### src/rtl/core/fcp_pkg.sv
package fcp_pkg;

    // parse phase of the front end
    typedef enum logic [1:0] {
        PH_CMD,
        PH_SKIP,
        PH_PARAM,
        PH_DONE
    } phase_t;

    localparam logic [1:0] ST_OK        = 2'd0;
    localparam logic [1:0] ST_NO_LETTER = 2'd1;
    localparam logic [1:0] ST_NO_SPACE  = 2'd2;
    localparam logic [1:0] ST_TOO_LONG  = 2'd3;

    localparam logic [7:0] CH_SPACE = 8'h20;
    localparam logic [7:0] CH_LF    = 8'h0A;
    localparam logic [7:0] CH_CR    = 8'h0D;

    localparam int          COUNT_W      = 11;
    localparam logic [10:0] COUNT_MAX    = 11'd2047;
    localparam int          NUM_CMDS     = 27;
    localparam logic [4:0]  CODE_UNKNOWN = 5'd27;
    localparam int          QUEUE_DEPTH  = 2;

    // first letter in the top byte, short names padded with zero bytes
    localparam logic [31:0] CMD_NAMES [NUM_CMDS] = '{
        "NOOP", "QUIT", {"PWD", 8'h00}, {"CWD", 8'h00}, "CDUP", "MODE",
        "STRU", "TYPE", "PASV", "PORT", "NLST", "LIST", "DELE", "RETR",
        {"MKD", 8'h00}, {"RMD", 8'h00}, "RNFR", "RNTO", "FEAT", "MDTM",
        "SIZE", "SITE", "STAT", "SYST", "AUTH", "USER", "PASS"
    };

    localparam logic [3:0] CMD_LENS [NUM_CMDS] = '{
        4'd4, 4'd4, 4'd3, 4'd3, 4'd4, 4'd4, 4'd4, 4'd4, 4'd4, 4'd4,
        4'd4, 4'd4, 4'd4, 4'd4, 4'd3, 4'd3, 4'd4, 4'd4, 4'd4, 4'd4,
        4'd4, 4'd4, 4'd4, 4'd4, 4'd4, 4'd4, 4'd4
    };

    function automatic logic is_letter(input logic [7:0] b);
        return (b >= 8'h41 && b <= 8'h5A) || (b >= 8'h61 && b <= 8'h7A);
    endfunction

    function automatic logic is_eol(input logic [7:0] b);
        return (b == CH_CR) || (b == CH_LF);
    endfunction

    // unused letter bytes are zero, so name and length compare exactly
    function automatic logic [4:0] cmd_lookup(input logic [31:0] name,
                                              input logic [3:0]  cnt);
        logic [4:0] code;
        code = CODE_UNKNOWN;
        for (int k = NUM_CMDS - 1; k >= 0; k--) begin
            if (name == CMD_NAMES[k] && cnt == CMD_LENS[k]) begin
                code = 5'(k);
            end
        end
        return code;
    endfunction

endpackage

### src/rtl/core/ftp_command_line_parser_unit.sv
// FTP control-line parser.
// Input channel (s_*): one byte of a control message per item, s_last on the
// final byte, s_connection names the client slot. Output channel (m_*): one
// item per message, produced from the last byte: status, command code, and
// parameter offset and length, with the slot echoed.
// cfg_wr_en / cfg_wr_data write the parameter size limit (reset 263); write
// it only while no message is in flight.
// Throughput: one byte per cycle while s_ready is high; the front-end parse
// FSM updates its phase and counters once for each byte taken.
// After the last byte is taken, its record is written into the record
// queue and from there taken into the output register.
// A two-entry record queue sits between the parser and the result stage; if
// the receiver stalls, bytes keep flowing until both entries and the output
// register hold results, then s_ready drops.
// Reset: parse state back to the start of a message, queue and output empty,
// limit back to 263.
module ftp_command_line_parser_unit
    import fcp_pkg::*;
#(
    parameter int CMD_LETTERS = 4,
    parameter int LINE_MAX    = 1024
) (
    input  logic       aclk,
    input  logic       aresetn,
    input  logic       s_valid,
    output logic       s_ready,
    input  logic [7:0] s_data_byte,
    input  logic       s_last,
    input  logic [3:0] s_connection,
    output logic       m_valid,
    input  logic       m_ready,
    output logic [1:0] m_status,
    output logic [4:0] m_command_code,
    output logic [9:0] m_param_start,
    output logic [9:0] m_param_len,
    output logic [3:0] m_connection_out,
    input  logic       cfg_wr_en,
    input  logic [9:0] cfg_wr_data
);

    localparam int LCW = $clog2(CMD_LETTERS + 1);
    localparam int PW  = $clog2(LINE_MAX + 1);
    // record: fault, letters, letter count, param start, param count, slot
    localparam int RW  = 2 + 8 * CMD_LETTERS + LCW + PW + COUNT_W + 4;

    logic          push, push_ready, pop_valid, pop;
    logic [RW-1:0] push_data, pop_data;

    // parser: per-byte phase tracking, emits one record per message
    fcp_front #(
        .CMD_LETTERS (CMD_LETTERS),
        .LINE_MAX    (LINE_MAX),
        .LCW         (LCW),
        .PW          (PW),
        .RW          (RW)
    ) u_front (
        .aclk      (aclk),
        .aresetn   (aresetn),
        .in_valid  (s_valid),
        .in_ready  (s_ready),
        .in_byte   (s_data_byte),
        .in_last   (s_last),
        .in_conn   (s_connection),
        .rec_push  (push),
        .rec_ready (push_ready),
        .rec_data  (push_data)
    );

    fcp_queue #(
        .WIDTH (RW)
    ) u_queue (
        .aclk       (aclk),
        .aresetn    (aresetn),
        .push       (push),
        .push_ready (push_ready),
        .push_data  (push_data),
        .pop_valid  (pop_valid),
        .pop        (pop),
        .pop_data   (pop_data)
    );

    // result stage: limit check, command lookup, output register
    fcp_back #(
        .CMD_LETTERS (CMD_LETTERS),
        .LINE_MAX    (LINE_MAX),
        .LCW         (LCW),
        .PW          (PW),
        .RW          (RW)
    ) u_back (
        .aclk        (aclk),
        .aresetn     (aresetn),
        .cfg_wr_en   (cfg_wr_en),
        .cfg_wr_data (cfg_wr_data),
        .rec_valid   (pop_valid),
        .rec_pop     (pop),
        .rec_data    (pop_data),
        .out_valid   (m_valid),
        .out_ready   (m_ready),
        .out_status  (m_status),
        .out_code    (m_command_code),
        .out_start   (m_param_start),
        .out_len     (m_param_len),
        .out_conn    (m_connection_out)
    );

endmodule

### src/rtl/core/fcp_front.sv
module fcp_front
    import fcp_pkg::*;
#(
    parameter int CMD_LETTERS = 4,
    parameter int LINE_MAX    = 1024,
    parameter int LCW         = $clog2(CMD_LETTERS + 1),
    parameter int PW          = $clog2(LINE_MAX + 1),
    parameter int RW          = 2 + 8 * CMD_LETTERS + LCW + PW + COUNT_W + 4
) (
    input  logic          aclk,
    input  logic          aresetn,
    input  logic          in_valid,
    output logic          in_ready,
    input  logic [7:0]    in_byte,
    input  logic          in_last,
    input  logic [3:0]    in_conn,
    output logic          rec_push,
    input  logic          rec_ready,
    output logic [RW-1:0] rec_data
);

    localparam int IW = (CMD_LETTERS > 1) ? $clog2(CMD_LETTERS) : 1;

    phase_t             phase_reg, phase_next;
    logic [PW-1:0]      pos_reg, pos_next;
    logic [7:0]         letters_reg [CMD_LETTERS];
    logic [7:0]         letters_next [CMD_LETTERS];
    logic [LCW-1:0]     lc_reg, lc_next;
    logic [PW-1:0]      pb_reg, pb_next;
    logic [COUNT_W-1:0] pc_reg, pc_next;
    logic [1:0]         fault_reg, fault_next;

    logic [PW-1:0]         rec_pb;
    logic [COUNT_W-1:0]    rec_pc;
    logic [8*CMD_LETTERS-1:0] letters_flat;
    logic                  accept;

    assign in_ready = rec_ready;
    assign accept   = in_valid && rec_ready;
    assign rec_push = accept && in_last;

    always_comb begin
        phase_next = phase_reg;
        pos_next   = pos_reg;
        lc_next    = lc_reg;
        pb_next    = pb_reg;
        pc_next    = pc_reg;
        fault_next = fault_reg;
        for (int j = 0; j < CMD_LETTERS; j++) begin
            letters_next[j] = letters_reg[j];
        end

        case (phase_reg)
            PH_CMD: begin
                if (lc_reg < LCW'(CMD_LETTERS) && is_letter(in_byte)) begin
                    letters_next[lc_reg[IW-1:0]] = in_byte;
                    lc_next = lc_reg + LCW'(1);
                end else if (lc_reg == '0) begin
                    fault_next = ST_NO_LETTER;
                    phase_next = PH_DONE;
                end else if (in_byte == CH_SPACE) begin
                    phase_next = PH_SKIP;
                end else if (is_eol(in_byte)) begin
                    pb_next    = pos_reg;
                    pc_next    = '0;
                    phase_next = PH_DONE;
                end else begin
                    fault_next = ST_NO_SPACE;
                    phase_next = PH_DONE;
                end
            end
            PH_SKIP: begin
                if (in_byte != CH_SPACE) begin
                    pb_next = pos_reg;
                    if (is_eol(in_byte)) begin
                        pc_next    = '0;
                        phase_next = PH_DONE;
                    end else begin
                        pc_next    = COUNT_W'(1);
                        phase_next = PH_PARAM;
                    end
                end
            end
            PH_PARAM: begin
                if (is_eol(in_byte)) begin
                    phase_next = PH_DONE;
                end else if (pc_reg < COUNT_MAX) begin
                    pc_next = pc_reg + COUNT_W'(1);
                end
            end
            default: begin
            end
        endcase

        if (pos_reg < PW'(LINE_MAX)) begin
            pos_next = pos_reg + PW'(1);
        end

        // message ended inside the command or the spaces: empty parameter
        if (fault_next == ST_OK && (phase_next == PH_CMD || phase_next == PH_SKIP)) begin
            rec_pb = pos_next;
            rec_pc = '0;
        end else begin
            rec_pb = pb_next;
            rec_pc = pc_next;
        end

        for (int j = 0; j < CMD_LETTERS; j++) begin
            letters_flat[8*j +: 8] = letters_next[j];
        end
        rec_data = {fault_next, letters_flat, lc_next, rec_pb, rec_pc, in_conn};
    end

    always_ff @(posedge aclk) begin
        if (!aresetn || rec_push) begin
            phase_reg <= PH_CMD;
            pos_reg   <= '0;
            lc_reg    <= '0;
            pb_reg    <= '0;
            pc_reg    <= '0;
            fault_reg <= ST_OK;
            for (int j = 0; j < CMD_LETTERS; j++) begin
                letters_reg[j] <= '0;
            end
        end else if (accept) begin
            phase_reg <= phase_next;
            pos_reg   <= pos_next;
            lc_reg    <= lc_next;
            pb_reg    <= pb_next;
            pc_reg    <= pc_next;
            fault_reg <= fault_next;
            for (int j = 0; j < CMD_LETTERS; j++) begin
                letters_reg[j] <= letters_next[j];
            end
        end
    end

endmodule

### src/rtl/core/fcp_queue.sv
module fcp_queue
    import fcp_pkg::*;
#(
    parameter int WIDTH = 8
) (
    input  logic             aclk,
    input  logic             aresetn,
    input  logic             push,
    output logic             push_ready,
    input  logic [WIDTH-1:0] push_data,
    output logic             pop_valid,
    input  logic             pop,
    output logic [WIDTH-1:0] pop_data
);

    localparam int AW = (QUEUE_DEPTH > 1) ? $clog2(QUEUE_DEPTH) : 1;
    localparam int NW = $clog2(QUEUE_DEPTH + 1);

    logic [WIDTH-1:0] entry_reg [QUEUE_DEPTH];
    logic [AW-1:0]    wr_ptr_reg, rd_ptr_reg;
    logic [NW-1:0]    count_reg;
    logic             do_push, do_pop;

    assign push_ready = count_reg != NW'(QUEUE_DEPTH);
    assign pop_valid  = count_reg != '0;
    assign pop_data   = entry_reg[rd_ptr_reg];
    assign do_push    = push && push_ready;
    assign do_pop     = pop && pop_valid;

    always_ff @(posedge aclk) begin
        if (!aresetn) begin
            wr_ptr_reg <= '0;
            rd_ptr_reg <= '0;
            count_reg  <= '0;
        end else begin
            if (do_push) begin
                wr_ptr_reg <= (wr_ptr_reg == AW'(QUEUE_DEPTH - 1)) ? '0 : wr_ptr_reg + AW'(1);
            end
            if (do_pop) begin
                rd_ptr_reg <= (rd_ptr_reg == AW'(QUEUE_DEPTH - 1)) ? '0 : rd_ptr_reg + AW'(1);
            end
            if (do_push && !do_pop) begin
                count_reg <= count_reg + NW'(1);
            end else if (do_pop && !do_push) begin
                count_reg <= count_reg - NW'(1);
            end
        end
    end

    always_ff @(posedge aclk) begin
        if (do_push) begin
            entry_reg[wr_ptr_reg] <= push_data;
        end
    end

endmodule

### src/rtl/core/fcp_back.sv
module fcp_back
    import fcp_pkg::*;
#(
    parameter int CMD_LETTERS = 4,
    parameter int LINE_MAX    = 1024,
    parameter int LCW         = $clog2(CMD_LETTERS + 1),
    parameter int PW          = $clog2(LINE_MAX + 1),
    parameter int RW          = 2 + 8 * CMD_LETTERS + LCW + PW + COUNT_W + 4
) (
    input  logic          aclk,
    input  logic          aresetn,
    input  logic          cfg_wr_en,
    input  logic [9:0]    cfg_wr_data,
    input  logic          rec_valid,
    output logic          rec_pop,
    input  logic [RW-1:0] rec_data,
    output logic          out_valid,
    input  logic          out_ready,
    output logic [1:0]    out_status,
    output logic [4:0]    out_code,
    output logic [9:0]    out_start,
    output logic [9:0]    out_len,
    output logic [3:0]    out_conn
);

    localparam int EW = (PW > 10) ? PW : 10;

    logic [9:0] limit_reg;
    logic       valid_reg;
    logic [1:0] status_reg;
    logic [4:0] code_reg;
    logic [9:0] start_reg, len_reg;
    logic [3:0] conn_reg;

    logic [1:0]               r_fault;
    logic [8*CMD_LETTERS-1:0] r_letters;
    logic [LCW-1:0]           r_lc;
    logic [PW-1:0]            r_pb;
    logic [COUNT_W-1:0]       r_pc;
    logic [3:0]               r_conn;
    logic [31:0]              name4;
    logic [EW-1:0]            pb_ext;
    logic [1:0]               st;
    logic [4:0]               code;
    logic [9:0]               start, len;

    assign {r_fault, r_letters, r_lc, r_pb, r_pc, r_conn} = rec_data;
    assign rec_pop = rec_valid && (!valid_reg || out_ready);

    always_comb begin
        name4 = '0;
        for (int j = 0; j < 4; j++) begin
            if (j < CMD_LETTERS) begin
                name4[31 - 8*j -: 8] = r_letters[8*j +: 8];
            end
        end
        pb_ext = EW'(r_pb);

        st = r_fault;
        if (st == ST_OK && ({1'b0, r_pc} + 12'd1) >= {2'b00, limit_reg}) begin
            st = ST_TOO_LONG;
        end

        if (st == ST_OK) begin
            code  = cmd_lookup(name4, 4'(r_lc));
            start = (pb_ext > EW'(1023)) ? 10'd1023 : pb_ext[9:0];
            len   = r_pc[9:0];
        end else begin
            code  = CODE_UNKNOWN;
            start = '0;
            len   = '0;
        end
    end

    always_ff @(posedge aclk) begin
        if (!aresetn) begin
            limit_reg <= 10'd263;
            valid_reg <= 1'b0;
        end else begin
            if (cfg_wr_en) begin
                limit_reg <= cfg_wr_data;
            end
            if (rec_pop) begin
                valid_reg <= 1'b1;
            end else if (out_ready) begin
                valid_reg <= 1'b0;
            end
        end
    end

    always_ff @(posedge aclk) begin
        if (rec_pop) begin
            status_reg <= st;
            code_reg   <= code;
            start_reg  <= start;
            len_reg    <= len;
            conn_reg   <= r_conn;
        end
    end

    assign out_valid  = valid_reg;
    assign out_status = status_reg;
    assign out_code   = code_reg;
    assign out_start  = start_reg;
    assign out_len    = len_reg;
    assign out_conn   = conn_reg;

endmodule
### config.mk
export PLATFORM = sky130hd
export DESIGN_NAME = ftp_command_line_parser_unit
export DESIGN_NICKNAME = d
export VERILOG_FILES = /design/src/rtl/core/fcp_pkg.sv /design/src/rtl/core/ftp_command_line_parser_unit.sv /design/src/rtl/core/fcp_front.sv /design/src/rtl/core/fcp_queue.sv /design/src/rtl/core/fcp_back.sv
export SDC_FILE = /design/constraint.sdc
export NUM_CORES = 1
export LEC_CHECK = 0
export BUFFER_PORTS_ARGS = -buffer_cell sky130_fd_sc_hd__buf_2
export CELL_PAD_IN_SITES_DETAIL_PLACEMENT = 1
export CELL_PAD_IN_SITES_GLOBAL_PLACEMENT = 1
export CORE_MARGIN = 3
export CORE_UTILIZATION = 40
export DETAILED_ROUTE_END_ITERATION = 8
export GPL_ROUTABILITY_DRIVEN = 0
export GPL_TIMING_DRIVEN = 0
export PLACE_DENSITY_LB_ADDON = 0.1
export SKIP_CTS_REPAIR_TIMING = 1
export SLEW_MARGIN = 5
export SYNTH_ARGS = -nofsm -noshare
export SYNTH_HDL_FRONTEND = slang
export SYNTH_SLANG_ARGS = --single-unit
### constraint.sdc
create_clock -name aclk -period 5.3 [get_ports aclk]
set_input_delay 1.06 -clock aclk [delete_from_list [all_inputs] [get_ports aclk]]
set_output_delay 1.06 -clock aclk [all_outputs]
set_load 0.02 [all_outputs]
* Word-level counts from Yosys, hierarchy flattened
Memory sizes are Yosys's and may differ from the RTL's. A register that Yosys moved wholly into a read port is not among the register bits.
Index checks and enable logic that the tools add are counted.
** Storage, ports and cells
- Input port bits :: 28
- Output and inout port bits :: 33
- Bits in writable memories :: 158
- Register bits :: 86
- Memories :: 2
** Memories
- u_queue.entry_reg :: depth 2, width 63, read ports 1, clocked after Yosys merged registers in 1, write ports 1, line fcp_queue.sv:19 : logic [WIDTH-1:0] entry_reg [QUEUE_DEPTH];
- u_front.letters_reg :: depth 4, width 8, read ports 4, clocked after Yosys merged registers in 0, write ports 4, line fcp_front.sv:26 : logic [7:0] letters_reg [CMD_LETTERS];
** Operators by class
- Bitwise gates (word level) :: 6
- Equality and inequality tests :: 37
- $add $sub $neg :: 8
- Reduce and logical (&&, ||, !) cells :: 59
- $lt $le $gt $ge :: 11
- Muxes and demuxes :: 85
** Operator list (number)
- equality test 32 x 31 -> 1 bit, second input constant :: 27
- 2-to-1 mux 11 bit :: 15
- 2-to-1 mux 5 bit :: 16
- 2-to-1 mux 32 bit :: 2
- logical AND 1 bit :: 40
- 2-to-1 mux 8 bit :: 5
- case mux 11 bit (3 select lines) :: 1
- bitwise mux 32 bit :: 1
- 2-to-1 mux 4 bit :: 8
- 2-to-1 mux 2 bit :: 15
- adder 11 x 1 -> 11 bit, second input constant :: 2
- < comparator 11 bit, second input constant :: 2
- case mux 11 bit (2 select lines) :: 1
- demux 8 bit (select 2 bit) :: 1
- equality test 8 x 4 -> 1 bit, second input constant :: 2
- greater-or-equal comparator 8 x 7 -> 1 bit, second input constant :: 2
- <= comparator 8 x 7 -> 1 bit, second input constant :: 2
- 2-to-1 mux 1 bit :: 16
- adder 11 x 1 -> 12 bit, second input constant :: 1
- greater-or-equal comparator 12 x 10 -> 1 bit :: 1
- > comparator 11 x 10 -> 1 bit, second input constant :: 1
- zero test 2 bit :: 5
- 2-to-1 mux 10 bit :: 1
- equality test 8 x 6 -> 1 bit, second input constant :: 1
- 23 further kinds :: 38

* Logic depth before layout (Yosys ltp)
- Depth in word-level cells :: 29
- Gate-level depth with buffers :: 20
- Mapped depth without buffers :: 13

* Modules after synthesis
A second synthesis with hierarchy kept.
** Unflattened totals
- Cell total of the unflattened synthesis :: 999
- Area total of the unflattened synthesis :: 12106.6 um^2
** By module, submodules not included
- fcp_queue :: cells an instance 220, area an instance 4770.8 um^2, seq. area each 3883.7 um^2, instances 1
- fcp_front :: cells an instance 461, area an instance 4336.7 um^2, seq. area each 1761.7 um^2, instances 1
- fcp_back :: cells an instance 318, area an instance 2999.1 um^2, seq. area each 1151.1 um^2, instances 1

* Worst setup path before layout
No wires, ideal clock.
- Kind :: input-to-reg
- Start point :: input s_valid
- End point :: memory u_queue.entry_reg[0][0] in the netlist's numbering (enable)
- Path buffers :: 0
- Arrival :: 3992 ps
- Data required time :: 4814 ps
- Path slack :: 822 ps
- Stages :: 3
- Cells stage by stage :: and2_1 nand2_1 nor2_1
** On the way
- Word-level cells in the longest chain between the ends :: 5
** RTL lines
- from (decl) :: line ftp_command_line_parser_unit.sv:25 : input logic s_valid,
- logical AND 1 bit :: line fcp_front.sv:39 : assign accept = in_valid && rec_ready;
- logical AND 1 bit :: line fcp_front.sv:40 : assign rec_push = accept && in_last;
- logical AND 1 bit :: line fcp_queue.sv:27 : assign do_push = push && push_ready;
- 2-to-1 mux 1 bit :: line fcp_queue.sv:51 : if (do_push) begin
- 2-to-1 mux 1 bit (implied by the code) :: line fcp_queue.sv:52 : entry_reg[wr_ptr_reg] <= push_data;
- to (decl) :: line fcp_queue.sv:19
No other way between the ends.

==> results.py <==
metrics = {
    "routing": {
        "ant_nets": 0,
        "drt_iter0_drc": 479,
        "vias_per_cell": 5.678,
        "dr_wl_met3_um": 1368,
        "wl_met2_um": 15170,
        "drc": 0,
        "dr.pass1.iters": 5,
        "wl_um": 33630,
        "wl_per_cell_um": 21.76,
        "met1_length_um": 16560,
        "vias": 8778,
        "top_layer": "met5",
    },
    "floorplan": {
        "dieArea_mm2": 0.03207,
        "rows": 62,
        "die_w_um": 179.1,
        "start_util_pct": 41.20,
        "die_h_um": 179.1,
        "core_area_mm2": 0.02909,
        "ios": 61,
    },
    "logic_synthesis": {
        "synthFlopType": "edfxtp_1",
        "ys_types": 81,
        "synth.area.top_cells": "edfxtp_1 (47%), dfxtp_1 (9.4%), mux2_2 (3.2%), mux2i_1 (2.7%), and2_1 (2.5%)",
        "ys_warn_count": 0,
        "avgSynthCellArea_um2": 11.42,
        "synth_area_leader_cell": "edfxtp_1",
        "synth_fp_nets": 1095,
        "synth_seq_cells": 245,
        "synth-edff-count": 189,
        "ys_top_cells_by_count": "edfxtp_1 (189), nand2_1 (73), nor2_1 (70)",
        "synthArstFlopShare_pct": 0,
        "synth_top_area_share_pct": 47.36,
        "netlist_area_mm2": 0.01198,
        "synthMostInstantiatedCell": "edfxtp_1",
        "syn_inst": 1049,
        "yosysSeqAreaShare_pct": 56.71,
    },
    "sta": {
        "rsz0062_at_grt": "no",
        "fin_ws_ns": 0.4743,
        "min_period_ns": 4.826,
        "slew_headroom_pct": 20.17,
        "hold_viol": 0,
        "skew_ns": 0.01195,
        "worst_pin_slew_ns": 1.188,
        "drv_slew": 0,
        "finalSetupViolations": 0,
        "fmax_mhz": 207.2,
        "tns_ns": 0,
        "fin_crit_sh_pct": 91.05,
    },
    "layout": {
        "seq_area_mm2": 0.006797,
        "area_growth_pct": 14.98,
        "diodes": 0,
        "nNetsFinal": 1188,
        "fillCellCount": 3157,
        "multi_input_area_mm2": 0.004857,
        "layout-drive-gt1-share_pct": 15.83,
        "largest_reg_flops": 126,
        "fin_cells": 1546,
    },
    "pwr": {
        "p_sw_share_pct": 31.11,
        "pwr-share-clk_pct": 32.5,
        "p_sw_mw": 1.791,
        "ir_worst_vdd_v": 0.0002231,
        "power_frac_seq_pct": 42.2,
        "combPwrFrac_pct": 25.3,
        "power_density_mw_per_mm2": 417.7,
        "power.internal_mw": 3.965,
        "power.leakage_nw": 4.944,
        "power_mw": 5.756,
    },
    "placed_design": {
        "dpl_worst_slack_ns": -0.1232,
        "port_buffers": 59,
        "place_inst": 1497,
        "dpl.hpwl_um": 24280,
    },
    "setup_path": {
        "start_kind": "register",
        "crit_required_ns": 5.64,
        "crit_path_max_fanout": 19,
        "path_class": "register to register",
        "crit_arrival_ns": 5.16,
        "end_kind": "register",
    },
    "global_routing": {
        "grt_pass1_vias": 8876,
        "grt_usage_pct": 20.82,
        "grt_max_degree": 36,
        "overflow": 0,
        "grt_pass1_wl_um": 51780,
        "antenna_found_initial": 1,
    },
    "clock_tree": {
        "insertion_delay_ns": 0.53,
        "cts-buffers-inserted": 27,
        "clock-sinks": 245,
        "cts_buffer_depth": 3,
        "clk_pin_slew_ns": 0.06,
        "cts_root_buffer": "clkbuf_16",
        "cts_tree": "done",
        "cts_max_level": 1,
    },
    "run_status": {
        "outcome": "finished, final reports clean",
    },
    "hold_path": {
        "hp-class": "register to register",
    },
    "run": {
        "maxCapViolCount": 0,
    },
}
[power groups by stage]
stage / logic (mW) / clock network, mW / registers [mW]
final: 1.46 / 1.87 / 2.43
after global routing: 1.60 / 2.00 / 2.45
after CTS: 1.48 / 1.91 / 2.43
after detailed placement: 1.47 / 0 / 2.47
after global placement: 1.39 / 0 / 2.49
after floorplan: 0.828 / 0 / 2.56
[path summary, 6_finish.rpt]
kind,slack [ns],cells after the start,to,startpoint
setup reg to reg,0.47,19,u_back.out_start[8]$_SDFFCE_PP0P_,register
hold / removal,0.47,2,u_front.pb_reg[8]$_SDFFE_PP0P_,u_front.pb_reg[8]$_SDFFE_PP0P_
setup / recovery,0.47,19,u_back.out_start[8]$_SDFFCE_PP0P_,register
hold reg to reg,0.47,2,u_front.pb_reg[8]$_SDFFE_PP0P_,u_front.pb_reg[8]$_SDFFE_PP0P_
[worst max-delay path, cell delays in order, from the launching register on]
cell	delay, ns
dfxtp_1	0.33
buf_6	0.15
buf_4	0.19
buf_4	0.22
buf_4	0.30
buf_4	0.30
mux2_2	0.40
ha_1	0.23
o21ai_0	0.25
nor2_1	0.14
xnor2_1	0.16
ha_1	0.20
a2111o_1	0.34
a31oi_1	0.13
o21ai_0	0.14
a211oi_2	0.35
nand2b_1	0.09
buf_2	0.23
buf_2	0.24
a21oi_1	0.24
[layout by cell type (no fill, tap or decap), drive strengths merged, types with 14 or more instances in the layout]
cell and count:
inv 36, nor3 28, nand2b 17, dfxtp 56, nor3b 14, nand2 73
clkbuf 65, mux2i 32, nor2b 17, o21ai 50, and2 47, nand4 17
edfxtp 189, nand3 31, a21oi 54, mux2 34, nor2 70, buf 83
ha 18
[kinds of logic (layout without fill, tap and decap cells)]
kind of cell / Yosys count / in the layout / synth area share, %
AOI/OAI and AO/OA: 220 / 220 / 12.54
buffers and inverters: 83 / 196 / 2.986
xor gates and xnor gates: 16 / 16 / 1.169
DFF: 245 / 245 / 56.71
and+or+nand+nor: 401 / 401 / 18.85
muxes: 66 / 66 / 5.868
adders and majority gates: 18 / 18 / 1.879
[layer usage]
metal | GRT usage, % | vias to the layer above
li1 | - | 4161
met1 | 30.19 | 4394
met2 | 33.43 | 178
met3 | 2.817 | 43
met4 | 4.478 | 2
met5 | 0 | -
[area by class of cell]
class / count / area share, %
tap: 384 / 3.487
sequential: 245 / 49.32
buffer: 46 / 1.607
clock inverter: 12 / 1.053
inverter: 36 / 0.9807
clock buffer: 37 / 5.321
timing repair buffer: 65 / 2.978
multi-input combinational: 721 / 35.25
[through the flow]
step                utilization (%)  cell area, um^2  hold WS (ns)
detailed placement            44.31            12890        0.4590
floorplan                         -            11980        0.4254
finish                        47.37            13780        0.4713
global route                  47.37            13780        0.4895
CTS                           47.32            13770        0.4771
global placement              43.86            12760        0.4359
No activity file was read; power rests on OpenSTA's default activity.
